File: src/hdl/hsi_pkg.sv
// Package for the RGB to HSI pixel converter: pipeline payload type and hue boundary table.
package hsi_pkg;

    // Pi in unsigned Q2.30, and one in Q2.30.
    localparam logic [63:0] PI_Q30  = 64'd3373259426;
    localparam logic [63:0] ONE_Q30 = 64'd1073741824;

    // floor(s / 3) is taken as (s * 683) >> 11, exact for sums up to 765.
    localparam logic [9:0] INV3_Q11 = 10'd683;

    // Hue code given to a gray pixel, which stands for an angle of 90 degrees.
    localparam logic [7:0] GRAY_HUE = 8'd63;

    // Upper end of the reflected hue code, used when blue exceeds green.
    localparam logic [7:0] HUE_REFLECT = 8'd254;

    // Number of cells in the chain: one per quotient bit of the saturation division.
    localparam int unsigned NUM_CELLS = 8;

    typedef logic [30:0] t_c2_table [0:127];

    // Squared cosine of the reduced angle m * pi / 255 in Q2.30, from a truncated series.
    function automatic logic [30:0] cos_sq_q30(input logic [7:0] m);
        logic [63:0]        x;
        logic [63:0]        x2;
        logic [63:0]        term;
        logic signed [63:0] sum;
        logic [63:0]        sq;
        logic               done;
        if (m == 8'd85) begin
            return 31'(ONE_Q30 >> 2);
        end
        x    = (64'(m) * PI_Q30) / 64'd255;
        x2   = (x * x) >> 30;
        term = ONE_Q30;
        sum  = $signed(ONE_Q30);
        done = 1'b0;
        for (int n = 1; n <= 24; n++) begin
            if (!done) begin
                term = ((term * x2) >> 30) / 64'((2 * n - 1) * (2 * n));
                if (term == 64'd0) begin
                    done = 1'b1;
                end else if ((n % 2) == 1) begin
                    sum = sum - $signed(term);
                end else begin
                    sum = sum + $signed(term);
                end
            end
        end
        if (sum < 0) begin
            sum = 0;
        end
        if (sum > $signed(ONE_Q30)) begin
            sum = $signed(ONE_Q30);
        end
        sq = (64'(sum) * 64'(sum)) >> 30;
        return 31'(sq);
    endfunction

    // Squared cosine of every boundary angle k * 360 / 255 degrees, k = 0..127.
    function automatic t_c2_table build_c2_table();
        t_c2_table tab;
        for (int k = 0; k < 128; k++) begin
            if (k <= 63) begin
                tab[k] = cos_sq_q30(8'(2 * k));
            end else begin
                tab[k] = cos_sq_q30(8'(255 - 2 * k));
            end
        end
        return tab;
    endfunction

    localparam t_c2_table C2_TABLE = build_c2_table();

    // Payload that travels from cell to cell.
    typedef struct packed {
        logic        valid;
        logic [17:0] rem;      // running remainder of 255 * (s - 3 * min)
        logic [16:0] dsh;      // divisor (pixel sum) aligned to the current quotient bit
        logic [7:0]  quo;      // saturation quotient bits so far
        logic [17:0] xsq;      // square of 2r - g - b
        logic [17:0] f;        // 4 * ((r-g)^2 + (r-b)(g-b))
        logic        xpos;     // 2r - g - b is positive
        logic        strict;   // blue exceeds green: compare with a strict bound
        logic [6:0]  idx;      // hue boundary index found so far
        logic [6:0]  probe;    // boundary index bit tried in this cell
        logic        gray;
        logic        black;
        logic [7:0]  inten;
    } t_cell_data;

endpackage

File: src/hdl/hsi_cell.sv
// One cell of the chain: a restoring division step and a binary search step on the hue boundary.
module hsi_cell (
    input  logic                i_clk,
    input  logic                i_rst_n,
    input  logic                i_advance,
    input  hsi_pkg::t_cell_data i_data,
    output hsi_pkg::t_cell_data o_data
);
    import hsi_pkg::*;

    logic [6:0]  w_cand;
    logic [30:0] w_c2;
    logic [47:0] w_lhs;
    logic [48:0] w_rhs;
    logic        w_hit;
    logic        w_fits;
    t_cell_data  n_data;
    t_cell_data  r_data;
    logic        r_valid;

    always_comb begin
        // Division step.
        w_fits = i_data.rem >= 18'(i_data.dsh);

        // Search step: is the hue angle beyond boundary w_cand, or on it unless strict?
        w_cand = i_data.idx | i_data.probe;
        w_c2   = C2_TABLE[w_cand];
        w_lhs  = {i_data.xsq, 30'b0};
        w_rhs  = 49'(i_data.f) * 49'(w_c2);
        if (!w_cand[6]) begin
            if (!i_data.xpos) begin
                w_hit = 1'b1;
            end else if (i_data.strict) begin
                w_hit = 49'(w_lhs) < w_rhs;
            end else begin
                w_hit = 49'(w_lhs) <= w_rhs;
            end
        end else begin
            if (i_data.xpos) begin
                w_hit = 1'b0;
            end else if (i_data.strict) begin
                w_hit = 49'(w_lhs) > w_rhs;
            end else begin
                w_hit = 49'(w_lhs) >= w_rhs;
            end
        end

        n_data       = i_data;
        n_data.rem   = w_fits ? (i_data.rem - 18'(i_data.dsh)) : i_data.rem;
        n_data.dsh   = i_data.dsh >> 1;
        n_data.quo   = {i_data.quo[6:0], w_fits};
        n_data.idx   = w_hit ? w_cand : i_data.idx;
        n_data.probe = i_data.probe >> 1;
    end

    always_ff @(posedge i_clk) begin
        if (!i_rst_n) begin
            r_valid <= 1'b0;
        end else if (i_advance) begin
            r_valid <= i_data.valid;
        end
    end

    always_ff @(posedge i_clk) begin
        if (i_advance) begin
            r_data <= n_data;
        end
    end

    always_comb begin
        o_data       = r_data;
        o_data.valid = r_valid;
    end

endmodule

File: config.mk
export PLATFORM = sky130hd
export DESIGN_NAME = hsi_cell
export DESIGN_NICKNAME = d
export VERILOG_FILES = /design/src/hdl/hsi_pkg.sv /design/src/hdl/hsi_cell.sv
export SDC_FILE = /design/constraint.sdc
export NUM_CORES = 2
export LEC_CHECK = 0
export BUFFER_PORTS_ARGS = -buffer_cell sky130_fd_sc_hd__buf_2
export CORE_ASPECT_RATIO = 1.4
export CORE_MARGIN = 2
export CORE_UTILIZATION = 51
export DETAILED_ROUTE_END_ITERATION = 6
export PLACE_DENSITY_LB_ADDON = 0.05
export SLEW_MARGIN = 20
export SYNTH_ARGS = -nofsm -noshare
export SYNTH_HDL_FRONTEND = slang
export SYNTH_SLANG_ARGS = --single-unit
File: constraint.sdc
create_clock -name i_clk -period 22.2 [get_ports i_clk]
set_clock_uncertainty 0.15 [all_clocks]
set_input_delay 4.44 -clock i_clk [delete_from_list [all_inputs] [get_ports i_clk]]
set_output_delay 4.44 -clock i_clk [all_outputs]
set_load 0.005 [all_outputs]
* After elaboration in Yosys (flattened, before gate mapping)
Memories as Yosys holds them, arrays and structs flattened.
Cells that the tools add are included.
** Word-level totals
- Bits in registers :: 104
- Bits in latches :: 0
- RAM bits :: 0
- Bits in read-only memories :: 3968
- Input bits :: 109
- Output and inout port bits :: 106
- Logic and storage cells :: 33
- Memories :: 1
** Memories
- (name not given) :: depth 128, width 31, rd ports 1, clocked after Yosys merged registers in 0, wr ports 0, line hsi_cell.sv:27 : w_c2 = C2_TABLE[w_cand];
** Cells by class
- Add/sub/neg operators :: 1
- Multipliers :: 1
- Div/mod/pow operators :: 0
- $lt $le $gt $ge :: 6
- Eq/ne operators :: 0
- Shift operators :: 0
- Mux-type cells :: 9
- Bitwise logic cells :: 2
- Reduce and logical (&&, ||, !) cells :: 0
** Operators by type and width (number)
- two-way mux 31 bit :: 2
- greater-or-equal comparator 48 x 49 -> 1 bit :: 1
- > comparator 48 x 49 -> 1 bit :: 1
- <= comparator 48 x 49 -> 1 bit :: 1
- less-than comparator 48 x 49 -> 1 bit :: 1
- multiplier 18 x 31 -> 49 bit :: 1
- greater-or-equal comparator 18 x 17 -> 1 bit :: 1
- two-way mux 18 bit :: 1
- subtractor 18 x 17 -> 18 bit :: 1
- greater-or-equal comparator 8 bit, second input constant :: 1
- inverter 7 -> 8 bit :: 1
- two-way mux 7 bit :: 1
- bitwise OR 7 bit :: 1
- two-way mux 1 bit :: 5

* Longest topological paths before layout
- Depth in word-level cells :: 11
- Gate-level depth with buffers :: 53
- Mapped depth without buffers :: 48

* Worst setup path after synthesis
OpenSTA, ideal clock, no wires.
- Path kind :: input-to-reg
- Start point :: in i_data[11] (netlist name)
- End point :: reg r_data (netlist bit o_data[17]) (data pin)
- Library setup time :: 254 ps
- Data arrival time :: 15992 ps
- Data required time :: 21796 ps
- Path slack :: 5804 ps
- Cell stages on the path :: 50
- Path buffers :: 5
- Cell sequence :: or2_2 -> clkbuf_1 -> clkbuf_1 -> ha_1 -> clkbuf_1 -> or3_1 -> clkbuf_1 -> a31oi_1 -> nand2_1 -> a21oi_1 -> a21oi_1 -> a311oi_1 -> a21o_1 -> clkbuf_1 -> nand2_1 -> fa_1 -> inv_1 -> fa_1 -> [14 not listed] -> a31o_1 -> a221o_1 -> a2111oi_4 -> o31a_4 -> mux2i_1 -> a2111oi_2 -> ha_1 -> nand3_1 -> nor2_1 -> o211ai_1 -> nor4_1 -> o2111ai_1 -> or4b_1 -> a2111oi_0 -> and4_1 -> a2bb2oi_1 -> o311ai_2 -> a21o_1
** RTL lines
- start, declared :: line hsi_cell.sv:6 : input hsi_pkg::t_cell_data i_data,
- end signal, assigned :: line hsi_cell.sv:66 : r_data <= n_data;
- end, declared :: line hsi_cell.sv:18 : t_cell_data r_data;

==> flow_results.org <==
** Cells and area
- Area Growth Syn to Fin :: 6.96%
- Fin nets :: 4116
- Count of placed standard cells in the final layout, fillers left out :: 4082
- Most common cell after layout, fill and taps aside :: sky130_fd_sc_hd__inv_1
- For this run, the share of the core covered by cells in the final layout is 0.553.
- Fraction of layout instances using a drive strength above 1 :: 0.0989
- In the layout the commonest cells are sky130_fd_sc_hd__inv_1, sky130_fd_sc_hd__nand2_1, sky130_fd_sc_hd__fa_1.

** Route
- In the final routed layout, each cell accounts on average for 24.0 um.
- Summing over every cut layer, the via total after detailed routing is 25200.
- DRC Markers :: 0
- The first routing iteration left 2200 violations.
- Dividing the detail-routed via count by the number of cells gives 6.16.
- Once detail routing completed, the nets flagged for antenna violations numbered 0.
- The first detailed-routing pass took 6 iterations.
- After detailed routing, the total wire length is 98.0 mm.

** Yosys
- Xor/xnor cell area share of the yosys netlist :: 0.0127
- Fraction of the mapped netlist area in adder cells :: 0.420
- Combinational family with the most area after synthesis :: adder cells
- Of the total synthesized cell area, the portion taken by AND, OR, NAND and NOR gates is 0.187.
- Counting flops with an async set or reset pin after synthesis yields a share of 0.
- Counting flops and latches in the post-synthesis netlist gives 104.
- Count of synthesis-stage warnings from yosys :: 0
- Per-instance average area after synthesis :: 8.33 sq um
- Yosys mapped the design onto 87 distinct sky130hd cell types.
- Number of standard cells after synthesis :: 3306
- Post-synthesis mux area share :: 0.00431
- Post-Synthesis Cell Area :: 27600 sq um
- Main flop type after synthesis :: sky130_fd_sc_hd__edfxtp_1
- The synthesized design contains 103 enable-type register cells.
- Sequential-to-total area share from yosys stat :: 0.113
- The compound-gate portion of the synthesized area came to 0.158.

** Critical path
- In this run the worst path has a maximum fanout of 22.
- Start-to-end type of the worst setup path :: primary input to flip-flop
- Worst stage delay on the critical path :: 0.77 ns
- Counting stages on the worst path, the most repeated cell is sky130_fd_sc_hd__fa_1.
- The number of cells on the worst reg-to-reg path is 2.
- Worst-case register-to-register setup slack :: 21.46 ns
- The largest individual stage delay along the critical path comes from the cell sky130_fd_sc_hd__a211oi_1.
- The worst register-to-register path ends at r_valid.
- Required time of the critical path :: 22.18 ns
- In this run the critical register-to-register path is launched from r_valid.
- Worst endpoint data arrival time :: 19.27 ns
- Critical path endpoint category :: flip-flop
- Launching element type of the critical path :: primary input

** STA
- Final critical path time including I/O delays and setup :: 19.29 ns
- The final number of max-transition violations was 0.
- Sum Neg Setup Slack :: 0 ns
- RSZ-0062 raised after global routing :: false
- Achievable clock frequency :: 51.8 MHz
- Headroom to the max-slew limit came out at 0.198.
- Tightest Pin Transition :: 1.20 ns
- Setup-violating endpoint count in the final report :: 0
- Fraction of the cycle the final worst path needs :: 0.869
- The number of failing hold endpoints at the final stage is 0.

** Run
- The tool flagged a number of max-cap violations equal to 0.

** Min path
- Counting instances, the worst hold path has a depth of 2.
- The startpoint identified for the worst hold timing path is r_valid.
- Worst Hold Path EP :: r_valid
- Kind of path behind the tightest hold check :: flip-flop to flip-flop

** CTS
- No sink is reached through more buffers than the 2 on the longest clock path.
- The clock reaches the later pin of the worst-skew pair after 0.37 ns.
- Number of CTS-inserted buffers :: 9
- CTS sink cnt :: 104
- TritonCTS clock tree :: yes
- Clock tree synthesis selected as its root buffer the cell sky130_fd_sc_hd__clkbuf_16.
- Maximum level of the CTS H-tree :: 3
- After clock tree synthesis, the clock-pin slew on the worst setup and hold paths is 0.08 ns.
- In this run, post-CTS hold repair placed 0 buffers.
- Gates resized during post-CTS repair numbered 0.
- Post-CTS timing repair inserted 0 buffers for setup.

** Placement
- Placed cells :: 4065
- Placer congestion estimate :: 1.03
- The wire-length estimate of the detail-placed layout is 72.5 mm.
- Count of buffers inserted at the top-level ports :: 211

** Global route
- Residual overflow from global routing :: 0
- Entering global routing, the biggest net connects 90 pins.
- Global Route Usage Sum :: 0.354
- Global-route wire length before repair :: 152 mm
- Number of global-route vias before repair :: 26600
- Number of antenna violations at the first check in global routing :: 3

** Floorplan
- The total area inside the core boundary comes to 53300 sq um.
- Standard-cell row count :: 100
- Die Outline Area :: 55900 sq um
- Vertical die dimension :: 279 um
- Initial standard-cell utilization of the core :: 0.517
- From left edge to right edge, the die measures 200 um.
- For this design the top-level I/O count stands at 215.

** Outcome
- The flow ran to the end, and the final reports show no timing, DRC or antenna violations.
worst max-delay path, delay by kind of cell:
kind | cells | cell delay [ns]
xor+xnor | 1 | 0.17
buf+inv | 8 | 1.68
fa+ha+maj | 9 | 4.45
compound gates | 17 | 4.70
simple gates | 11 | 3.76
synthesized netlist by cell type, types with 47 or more instances:
cell type	count	area share
sky130_fd_sc_hd__a21oi_1	193	0.035
sky130_fd_sc_hd__a31oi_1	47	0.011
sky130_fd_sc_hd__nor3_1	49	0.0089
sky130_fd_sc_hd__fa_1	465	0.34
sky130_fd_sc_hd__inv_1	533	0.073
sky130_fd_sc_hd__o21ai_0	139	0.025
sky130_fd_sc_hd__nor2_1	141	0.019
sky130_fd_sc_hd__and2_1	237	0.054
sky130_fd_sc_hd__ha_1	180	0.082
sky130_fd_sc_hd__clkbuf_1	176	0.024
sky130_fd_sc_hd__nand2_1	481	0.066
sky130_fd_sc_hd__edfxtp_1	103	0.11
sky130_fd_sc_hd__nand3_1	47	0.0085
layer usage:
layer	GRT usage	wire length [um]
met1	0.410	34600
met2	0.624	49300
met3	0.0463	7090
met4	0.215	6960
met5	0	11
kinds of logic after synthesis:
kind of cell,Yosys count
buffers and inverters,757
adders and majority gates,645
xor gates and xnor gates,40
muxes,9
DFF,104
AOI/OAI and AO/OA,669
other,1
and+or+nand+nor,1081
registers in the layout, indices dropped and copies added (netlist names):
signal,cells
o_data,103
r_valid,1
worst max path at each step:
stage / from / endpoint / slack (ns) / depth (start not counted)
after global placement: i_data[11] / o_data[18] / 2.77 / 43
after floorplan: i_data[11] / o_data[17] / 5.80 / 50
final: i_data[11] / o_data[18] / 2.91 / 46
after global routing: i_data[11] / o_data[18] / 2.28 / 46
after detailed placement: i_data[11] / o_data[18] / 2.64 / 43
after CTS: i_data[11] / o_data[18] / 3.05 / 43
cell type report:
class / instances / area, sq um
antenna: 1 / 2.50
clock buffer: 9 / 225
clock inverter: 7 / 72.6
fill: 5109 / 23800
inverter: 534 / 2010
multi-input combinational: 2446 / 21700
sequential: 104 / 3110
tap: 714 / 893
timing repair buffer: 267 / 1490
through the flow:
step                      worst slack, ns  area, sq um  hold slack (ns)
final                                2.91        29500            0.376
after global placement               2.77        29100            0.349
after floorplan                      5.80        27600            0.334
after CTS                            3.05        29400            0.383
after detailed placement             2.64        29100            0.365
after global routing                 2.28        29500            0.437
Power is left out: the tool's default activity adds up to more than one toggle a clock period on the data nets, which glitch-free logic cannot reach.
